--- config.mk ---
export PLATFORM = sky130hd
export DESIGN_NAME = scfla_ctrl
export DESIGN_NICKNAME = d
export VERILOG_FILES = /design/src/hdl/scfla_pkg.sv /design/src/hdl/scfla_ctrl.sv
export SDC_FILE = /design/constraint.sdc
export NUM_CORES = 1
export LEC_CHECK = 0
export ABC_AREA = 1
export BUFFER_PORTS_ARGS = -buffer_cell sky130_fd_sc_hd__buf_4
export CORE_AREA = 2 2 39 41
export DETAILED_ROUTE_END_ITERATION = 10
export DIE_AREA = 0 0 41 43
export GPL_ROUTABILITY_DRIVEN = 0
export PLACE_DENSITY = 0.51
export SYNTH_ARGS = -nofsm -noshare
export SYNTH_HDL_FRONTEND = slang
export SYNTH_SLANG_ARGS = --single-unit
--- constraint.sdc ---
create_clock -name clock -period 2.65 [get_ports clock]
set_input_delay 0.265 -clock clock [delete_from_list [all_inputs] [get_ports clock]]
set_output_delay 0.265 -clock clock [all_outputs]
set_load 0.02 [all_outputs]
--- src/hdl/scfla_pkg.sv ---
// Shared types and constants of the size-class free-list allocator.
package scfla_pkg;

   localparam int NUM_CLASSES       = 16;
   localparam int GRANULE_BYTES     = 8;
   localparam int MAX_REQUEST_BYTES = 128;
   localparam int ARENA_BYTES       = 65536;

   localparam int NUM_GRANULES = ARENA_BYTES / GRANULE_BYTES;
   localparam int GRAN_SHIFT   = $clog2(GRANULE_BYTES);
   localparam int IDX_W        = $clog2(NUM_GRANULES);
   localparam int BUMP_W       = IDX_W + 1;
   localparam int CLS_W        = (NUM_CLASSES > 1) ? $clog2(NUM_CLASSES) : 1;
   localparam int GPB_W        = CLS_W + 1;
   localparam int BATCH_W      = 11;
   localparam int NEED_W       = GPB_W + BATCH_W;
   localparam int SUM_W        = ((NEED_W > BUMP_W) ? NEED_W : BUMP_W) + 1;
   localparam int SIZE_W       = 8;
   localparam int ADDR_W       = 16;
   localparam int STATUS_W     = 2;
   localparam int CSR_IDX_W    = 1;

   localparam logic [BATCH_W-1:0] INIT_BATCH_RESET = 11'd32;
   localparam logic [BATCH_W-1:0] MAX_BATCH_RESET  = 11'd1024;

   localparam logic [CSR_IDX_W-1:0] CSR_INITIAL_BATCH = 1'd0;
   localparam logic [CSR_IDX_W-1:0] CSR_MAX_BATCH     = 1'd1;

   localparam logic REQ_ALLOC = 1'b0;
   localparam logic REQ_FREE  = 1'b1;

   localparam logic [STATUS_W-1:0] STAT_DONE     = 2'd0;
   localparam logic [STATUS_W-1:0] STAT_BAD_SIZE = 2'd1;
   localparam logic [STATUS_W-1:0] STAT_NO_MEM   = 2'd2;

   typedef struct packed {
      logic              req_type;
      logic [SIZE_W-1:0] size_bytes;
      logic [ADDR_W-1:0] block_addr;
   } req_payload_type;

   typedef struct packed {
      logic [ADDR_W-1:0]   alloc_addr;
      logic [STATUS_W-1:0] status;
   } rsp_payload_type;

   typedef struct packed {
      logic             valid;
      logic [IDX_W-1:0] idx;
   } link_type;

   typedef struct packed {
      logic accept;
      logic reread;
      logic commit_free;
      logic commit_pop;
      logic carve_start;
      logic carve_step;
      logic rsp_load;
   } ctrl_cmd_type;

   typedef struct packed {
      logic bad;
      logic is_free;
      logic head_valid;
      logic overflow;
      logic carve_last;
      logic out_free;
   } dp_status_type;

endpackage

--- src/hdl/scfla_ctrl.sv ---
// Sequencer of the allocator: accept, execute, carve a refill batch, re-read.
module scfla_ctrl (
   input  logic                     clock,
   input  logic                     reset,
   input  logic                     req_valid,
   output logic                     req_ready,
   input  scfla_pkg::dp_status_type st,
   output scfla_pkg::ctrl_cmd_type  cmd
);
   import scfla_pkg::*;

   localparam logic [1:0] S_IDLE   = 2'd0;
   localparam logic [1:0] S_EXEC   = 2'd1;
   localparam logic [1:0] S_CARVE  = 2'd2;
   localparam logic [1:0] S_REREAD = 2'd3;

   logic [1:0] state_ff;
   logic [1:0] state_in;

   always_comb begin
      state_in  = state_ff;
      cmd       = '0;
      req_ready = 1'b0;
      case (state_ff)
         S_IDLE: begin
            // hold off the sender while reset is applied
            req_ready = !reset;
            if (req_valid && !reset) begin
               cmd.accept = 1'b1;
               state_in   = S_EXEC;
            end
         end
         S_EXEC: begin
            if (!st.bad && !st.is_free && !st.head_valid && !st.overflow) begin
               cmd.carve_start = 1'b1;
               state_in        = S_CARVE;
            end else if (st.out_free) begin
               cmd.rsp_load    = 1'b1;
               cmd.commit_free = !st.bad && st.is_free;
               cmd.commit_pop  = !st.bad && !st.is_free && st.head_valid;
               state_in        = S_IDLE;
            end
         end
         S_CARVE: begin
            cmd.carve_step = 1'b1;
            if (st.carve_last) begin
               state_in = S_REREAD;
            end
         end
         S_REREAD: begin
            // fetch the link of the fresh head, then pop it
            cmd.reread = 1'b1;
            state_in   = S_EXEC;
         end
         default: begin
            state_in = S_IDLE;
         end
      endcase
   end

   always_ff @(posedge clock) begin
      if (reset) begin
         state_ff <= S_IDLE;
      end else begin
         state_ff <= state_in;
      end
   end

   a_carve_follows_exec: assert property (@(posedge clock) disable iff (reset)
      cmd.carve_start |=> state_ff == S_CARVE)
      else $error("carve did not start after refill decision");

   a_reread_to_exec: assert property (@(posedge clock) disable iff (reset)
      cmd.reread |=> state_ff == S_EXEC && !req_ready)
      else $error("re-read not followed by execute");

   a_no_accept_busy: assert property (@(posedge clock) disable iff (reset)
      cmd.accept |=> !req_ready)
      else $error("item accepted while previous item still in work");

endmodule

==> results_dict.tcl, run 1 <==
set metrics [dict create \
    cts_max_level 1 \
    antenna_cells 0 \
    yosysSeqAreaShare 0.156 \
    fp.coreArea_sq_um 1380 \
    first_pass_iters 1 \
    antenna_found_initial 0 \
    tns_ps 0 \
    path_max_fanout 4 \
    cp.arrival_ps 1290 \
    drv_cap 0 \
    synth.most_common_cell "nand2_1" \
    synth.ff_latch_count 2 \
    grt_setup_unrepaired "no" \
    initial_utilization 0.185 \
    synth_compound_area_frac 0.0927 \
    synth_warnings 0 \
    leakage_nw 0.233 \
    largest-register "state_ff" \
    r2r-end "state_ff[1]" \
    hold_buffers 0 \
    total_power_w 0.000339 \
    synth.distinct_cells 13 \
    power_frac_seq 0.168 \
    max_freq_ghz 0.642 \
    place_ws_ps 1320 \
    reg2regPathDepth 8 \
    worstSetupStartpointType "flop" \
    pwr-share-comb 0.637 \
    hp-class "in2reg" \
    synth_common_cells "8 x nand2_1, 6 x inv_1, 6 x nor2_1" \
    dieWidth_microns 41 \
    grt.total_usage 0.0721 \
    slew_headroom 0.886 \
    layout.nets 75 \
    worstHoldEndpoint "state_ff[0]" \
    worst_pin_slew_ps 171 \
    clock-sinks 2 \
    timing.final.ws_setup_ps 1090 \
    cts_made_buffers 3 \
    first_iter_violations 0 \
    yosys-top-cells-area "ha_1 24%, dfxtp_1 16%, nand2_1 12%, inv_1 8.8%, nor2_1 8.8%" \
    p_int_w 0.000185 \
    setup_viol 0 \
    reg.largest.list "state_ff x2" \
    clk_path_buf_depth 2 \
    power.share.clock 0.195 \
    cts_tree "done" \
    yosys.area.top_type "ha_1" \
    r2r-start "state_ff[0]" \
    fill_cells 166 \
    fin_crit_sh 0.588 \
    root_buffer "clkbuf_4" \
    synth_top_cell_area_share 0.244 \
    end_kind "output pin" \
    ir_drop_v 0.000315 \
    netlist_area_sq_um 256 \
    portBuffers 16 \
    slew_viol_final 0 \
    routed_wl_microns 583 \
    final_antenna_net_count 0 \
    ctsResizeCount 0 \
    vias_per_cell 3.84 \
    post_cts_buffers 0 \
    status "finished clean" \
    switching_share 0.455 \
    syn_nets 54 \
    largest_reg_flops 2 \
    worst-setup-path-type "reg2out" \
    layout_min_cycle_time_ps 1560 \
    critical_path.startpoint "state_ff[1]" \
    syn_area_per_cell_sq_um 6.41 \
    drc 0 \
    hpwl_microns 497 \
    grt_first_pass_wirelength_microns 834 \
    synthArstFlopShare 0 \
    drive_gt1_frac 0.441 \
    power_density_nw_per_um2 810 \
    synthAdderAreaFrac 0.244 \
    holdPathStages 2 \
    area_delta_synth_final_pct 63.4 \
    synthFlopType "dfxtp_1" \
    hold_viol 0 \
    finClkSkew_ps 0.0390 \
    synthCells 40 \
    r2r_slack_ps 1360 \
    synth_xor_area_frac 0 \
    vias 288 \
    grt_start_max_net_pins 6 \
    insertion_delay_ps 220 \
    gr-total-overflow 0 \
    clkTransAtPathRegs_ps 30 \
    die_area_sq_um 1760 \
    rows 14 \
    cp_data_required_time_ps 2380 \
    synth-simple-area-share 0.390 \
    hp-start "reset" \
    synth_edf_count 0 \
    p_sw_w 0.000154 \
    routedWlPerCell_microns 7.77 \
    die-height_microns 43 \
    grt_pass1_vias 263 \
    synth_mux_area_frac 0 \
    ios 17 \
    synth_top_family_by_area "simple AND/OR/NAND/NOR gates" \
]
==> cells by family after synthesis <==
logic type                 count (synthesis)
adders and majority gates                  5
buffers and inverters                      8
and+or+nand+nor                           21
AOI/OAI and AO/OA                          4
DFF                                        2
==> critical path, cell delays in order, from the launching register on <==
cell     delay, ps
dfxtp_1        310
inv_1          110
ha_1           200
nand2_1         90
nor3b_1        180
buf_4          170
==> how the worst max path moves through the flow <==
| stage | to | slack [ps] | cells after the start |
|---|---|---|---|
| after floorplan | cmd[4] | 1190 | 4 |
| after detailed placement | cmd[4] | 1320 | 5 |
| final | cmd[4] | 1090 | 5 |
| after CTS | cmd[4] | 1060 | 5 |
| after global routing | cmd[4] | 1010 | 5 |
| after global placement | state_ff[1] | 1340 | 8 |
==> metal layers <==
layer	global-route usage	share of wire
met2	0.119	0.50
met4	0.0800	0
met3	0.0209	0.12
met1	0.0573	0.38
met5	0	0
==> layout make-up <==
type	instances	area, sq um	area share
clock buffers	3	22.5	0.0537
multi-input cells	30	186	0.445
well taps	16	20.0	0.0478
inverters	8	30.0	0.0716
repair buffers	16	120	0.287
flip-flops and latches	2	40.0	0.0955
==> metrics by stage <==
| stage | std cells | area, sq um | hold WS, ps | util |
|---|---|---|---|---|
| 5_1_grt | 75 | 419 | 232 | 0.303 |
| 6_report | 75 | 419 | 228 | 0.303 |
| 3_5_place_dp | 72 | 397 | 456 | 0.287 |
| 3_3_place_gp | 72 | 397 | 456 | 0.287 |
| 4_1_cts | 75 | 419 | 216 | 0.303 |
| 2_1_floorplan | 40 | 256 | 334 | - |
==> power by group through the flow <==
stage                     registers (W)  clock network, W  logic, W
after floorplan               0.0000548                 0  0.000156
after global placement        0.0000570                 0  0.000224
after detailed placement      0.0000584                 0  0.000220
after CTS                     0.0000579         0.0000725  0.000221
after global routing          0.0000596         0.0000706  0.000246
final                         0.0000570         0.0000663  0.000216
==> placed cells by master, fill, tap and decap left out <==
cell,n
buf_4,16
nand2_1,8
inv_1,6
nor2_1,6
ha_1,5
a21oi_1,3
clkbuf_4,3
nand3_1,2
inv_2,2
nand2_2,2
dfxtp_1,2
nor2_4,1
nor2_2,1
nor3b_1,1
a21oi_2,1
Note: power is estimated with default switching activity, not from simulation.
==> run 2, diff against run 1 <==
--- a/config.mk
+++ b/config.mk
@@ -11,7 +11,7 @@
 export DETAILED_ROUTE_END_ITERATION = 10
 export DIE_AREA = 0 0 41 43
 export GPL_ROUTABILITY_DRIVEN = 0
-export PLACE_DENSITY = 0.51
+export PLACE_DENSITY = 0.53
 export SYNTH_ARGS = -nofsm -noshare
 export SYNTH_HDL_FRONTEND = slang
 export SYNTH_SLANG_ARGS = --single-unit
==> constraint.sdc (replaced) <==
create_clock -name clock -period 1.4 [get_ports clock]
set_input_delay 0.14 -clock clock [delete_from_list [all_inputs] [get_ports clock]]
set_output_delay 0.14 -clock clock [all_outputs]
set_load 0.02 [all_outputs]
==> results_dict.tcl, run 2 (synthesis results as in run 1) <==
set metrics [dict create \
    status "finished clean" \
    vias_per_cell 3.86 \
    fin_crit_sh 0.933 \
    first_iter_violations 2 \
    die-height_microns 43 \
    whs_ps 98.1 \
    leakage_nw 0.240 \
    power_density_nw_per_um2 1560 \
    design_area_sq_um 448 \
    first_pass_iters 3 \
    grt_pass1_vias 254 \
    cp.depth 5 \
    cp_data_required_time_ps 1260 \
    grt.total_usage 0.0772 \
    final_antenna_net_count 0 \
    cts_made_buffers 3 \
    switching_share 0.455 \
    drc 0 \
    rows 14 \
    grt_setup_unrepaired "no" \
    worst_pin_slew_ps 133 \
    drive_gt1_frac 0.533 \
    clkTransAtPathRegs_ps 30 \
    largest_reg_flops 2 \
    vias 293 \
    worstSetupStartpointType "flop" \
    crit_family "flip-flops" \
    tns_ps 0 \
    area_delta_synth_final_pct 74.6 \
    p_int_w 0.000380 \
    finClkSkew_ps 1.93 \
    slew_viol_final 0 \
    worst-setup-path-type "reg2out" \
    largest-register "state_ff" \
    clk_path_buf_depth 2 \
    hp-class "in2reg" \
    reg.largest.list "state_ff x2" \
    portBuffers 16 \
    layout.nets 76 \
    antenna_found_initial 0 \
    crit_slowest_cell "dfxtp_2" \
    ir_drop_v 0.000567 \
    pwr-share-comb 0.648 \
    clock-sinks 2 \
    antenna_cells 0 \
    path_buf_inv 3 \
    crit_top_cell "inv_1" \
    final_cell_mix "17 x buf_4, 7 x nand2_1, 6 x nor2_1" \
    hold_buffers 0 \
    hold_viol 0 \
    layout_min_cycle_time_ps 1310 \
    end_kind "output pin" \
    grt_first_pass_wirelength_microns 855 \
    max_freq_ghz 0.766 \
    reg2regPathDepth 8 \
    holdPathStages 2 \
    worstPathCellList "inv_1 -> ha_1 -> inv_1 -> nor2_1 -> buf_4" \
    power_frac_seq 0.172 \
    dpl_cell_area_sq_um 397 \
    root_buffer "clkbuf_4" \
    place_ws_ps 98.4 \
    fp.coreArea_sq_um 1380 \
    cts_tree "done" \
    routedWlPerCell_microns 8.30 \
    power.share.clock 0.180 \
    slew_headroom 0.911 \
    timing.final.ws_setup_ps 94.2 \
    dieWidth_microns 41 \
    drv_cap 0 \
    hpwl_microns 511 \
    grt_start_max_net_pins 6 \
    cts_max_level 1 \
    ios 17 \
    setup_viol 0 \
    insertion_delay_ps 220 \
    routed_wl_microns 631 \
    mostFrequentLayoutCell "buf_4" \
    slowest_delay_ps 380 \
    finish.utilization 0.324 \
    path_max_fanout 5 \
    p_sw_w 0.000318 \
    initial_utilization 0.185 \
    die_area_sq_um 1760 \
    cp.arrival_ps 1170 \
    gr-total-overflow 0 \
]
[run 2: per-stage QoR]
stage          std cells  total power, W
3_5_place_dp          72        0.000528
5_1_grt               76        0.000792
3_3_place_gp          72        0.000523
2_1_floorplan         40        0.000399
4_1_cts               75        0.000680
6_report              76        0.000698
[run 2: per-layer routing]
metal | global-route usage | up-vias | wire, microns
li1 | - | 163 | -
met1 | 0.0639 | 118 | 234
met2 | 0.122 | 12 | 326
met3 | 0.0314 | 0 | 70
met4 | 0.0800 | 0 | 0
met5 | 0 | - | 0
[run 2: repair_timing]
action                                  4_1_cts  5_1_grt
endpoints found under the setup margin        2        2
gates resized for setup                       5        1
endpoints found under the hold margin         0        0
buffers inserted                              0        1
[run 2: power by group through the flow]
stage / clock [W] / sequential (W) / combinational, W
after floorplan: 0 / 0.000104 / 0.000296
after global placement: 0 / 0.000106 / 0.000416
after detailed placement: 0 / 0.000111 / 0.000417
after CTS: 0.000137 / 0.000116 / 0.000428
after global routing: 0.000144 / 0.000127 / 0.000521
final: 0.000126 / 0.000120 / 0.000452
[run 2: worst paths after layout]
path	end	slack [ps]	start
worst min-delay path	state_ff[0]	100	reset
worst max register to register	state_ff[1]	140	state_ff[0]
worst max-delay path	cmd[6]	90	state_ff[0]
worst min register to register	state_ff[0]	510	state_ff[0]
[run 2: area by class of cell]
cell class	instances	area (sq um)
Clock buffer	3	22.5
Fill cell	157	936
Inverter	8	30.0
Multi-Input combinational cell	30	206
Sequential cell	2	41.3
Tap cell	16	20.0
Timing Repair Buffer	17	128
==> run 3, diff against run 2 <==
==> constraint.sdc (replaced) <==
create_clock -name clock -period 1.15 [get_ports clock]
set_input_delay 0.115 -clock clock [delete_from_list [all_inputs] [get_ports clock]]
set_output_delay 0.115 -clock clock [all_outputs]
set_load 0.02 [all_outputs]
==> results_dict.tcl, run 3 (synthesis results as in run 1) <==
set metrics [dict create \
    grt.total_usage 0.105 \
    hp-start "reset" \
    rows 14 \
    hold_viol 0 \
    slew_viol_final 0 \
    grt_first_pass_wirelength_mm 1.18 \
    antenna_cells 0 \
    r2r_slack_ps -60 \
    ir_drop_v 0.000856 \
    drc 0 \
    max_freq_ghz 0.803 \
    leakage_nw 0.277 \
    worstPathCellList "inv_4 -> ha_4 -> nand2_4 -> nor3b_2 -> buf_4" \
    grt_start_max_net_pins 5 \
    drive_gt1_frac 0.697 \
    ios 17 \
    first_iter_violations 0 \
    grt_pass1_vias 329 \
    routedWlPerCell_microns 9.55 \
    finish.utilization 0.395 \
    hold_buffers 0 \
    worst-setup-path-type "reg2out" \
    clkTransAtPathRegs_ps 30 \
    cts_tree "done" \
    cp.arrival_ps 1130 \
    clk_path_buf_depth 2 \
    worstSetupStartpointType "flop" \
    holdPathStages 2 \
    r2r-start "state_ff[1]" \
    grt_setup_unrepaired "yes" \
    design_area_sq_um 547 \
    drv_cap 0 \
    end_kind "output pin" \
    violations "negative setup slack" \
    worst_pin_slew_ps 137 \
    worstHoldEndpoint "state_ff[0]" \
    final_cell_mix "21 x buf_4, 7 x nand2_1, 4 x nor2_1" \
    vias_per_cell 4.02 \
    mostFrequentLayoutCell "buf_4" \
    slowest_delay_ps 330 \
    reg2regPathDepth 9 \
    antenna_found_initial 0 \
    tns_ps -392 \
    die-height_microns 43 \
    fill_cells 149 \
    total_power_w 0.00113 \
    vias 330 \
    gr-total-overflow 0 \
    hpwl_microns 609 \
    cp_data_required_time_ps 1030 \
    setup_viol 9 \
    path_max_fanout 3 \
    first_pass_iters 1 \
    clock-sinks 2 \
    largest-register "state_ff" \
    cts_made_buffers 3 \
    reg.largest.list "state_ff x2" \
    final_antenna_net_count 0 \
    dpl_cell_area_sq_um 445 \
    r2r-end "state_ff[1]" \
    fin_crit_sh 1.08 \
    cts_max_level 1 \
    portBuffers 16 \
    crit_slowest_cell "dfxtp_2" \
    largest_reg_flops 2 \
    slew_headroom 0.909 \
    fp.coreArea_sq_um 1380 \
    root_buffer "clkbuf_4" \
    timing.final.ws_setup_ps -95.8 \
    die_area_sq_um 1760 \
    area_delta_synth_final_pct 113 \
    routed_wl_microns 783 \
    initial_utilization 0.185 \
    status "finished with violations" \
    insertion_delay_ps 230 \
    power_density_nw_per_um2 2070 \
    finClkSkew_ps 4.30 \
    dieWidth_microns 41 \
    layout_min_cycle_time_ps 1250 \
    layout.nets 82 \
    hp-class "in2reg" \
]
[run 3: cell types whose count changed in the layout (fill, tap and decap cells not counted)]
cell     before  now
buf_4        17   21
buf_6         0    2
dfxtp_1       1    0
dfxtp_4       0    1
ha_1          4    1
ha_2          0    1
ha_4          1    3
inv_1         5    3
inv_4         0    2
nand2_2       3    2
nand2_4       0    1
nor2_1        6    4
nor2_2        1    3
[run 3: where the power goes]
group	switching [W]	internal, W
Clock	0.0000415	0.000115
Sequential	0.0000450	0.000113
Combinational	0.000401	0.000418
[run 3: worst max-delay path by stage]
stage | to | slack [ps] | cells past startpoint | start
after global placement | state_ff[0] | -50 | 8 | state_ff[1]
after CTS | cmd[4] | -120 | 5 | state_ff[1]
after global routing | cmd[4] | -150 | 5 | state_ff[1]
final | cmd[4] | -100 | 5 | state_ff[1]
after floorplan | cmd[0] | -20 | 4 | state_ff[1]
after detailed placement | state_ff[1] | -30 | 6 | state_ff[0]
[run 3: final cells by class]
class                   count  area (sq um)  share of cell area
repair buffers             23           180               0.330
clock buffers               3          22.5              0.0412
well taps                  16          20.0              0.0366
multi-input cells          30           244               0.446
flip-flops and latches      2          45.0              0.0824
inverters                   8          35.0              0.0641
[run 3: repair_timing]
item                                    in CTS  in global routing
setup buffers                                2                  1
resized for setup                           16                  2
pin swaps                                    3                  1
gates cloned                                 0                  0
endpoints found under the setup margin       9                 10
[run 3: per-stage QoR]
step,setup slack [ps],instances,hold slack (ps)
final,-95.8,82,71.4
after global routing,-153,82,53.7
after CTS,-120,81,48.0
after detailed placement,-34.5,76,299
after global placement,-52.1,76,311
after floorplan,-22.6,40,177
[run 3: worst max-delay path, delay by kind of cell (launching register included)]
family,cells,cell delay [ps]
AND/OR/NAND/NOR,2,200
flip-flops,1,330
buffers and inverters,2,240
adder cells (fa/ha/maj),1,150
[run 3: layer usage]
layer,vias up,track usage,routed length (microns)
li1,175,-,-
met1,144,0.0828,276
met2,11,0.169,427
met3,0,0.0524,79
met4,0,0.100,0
met5,-,0,0
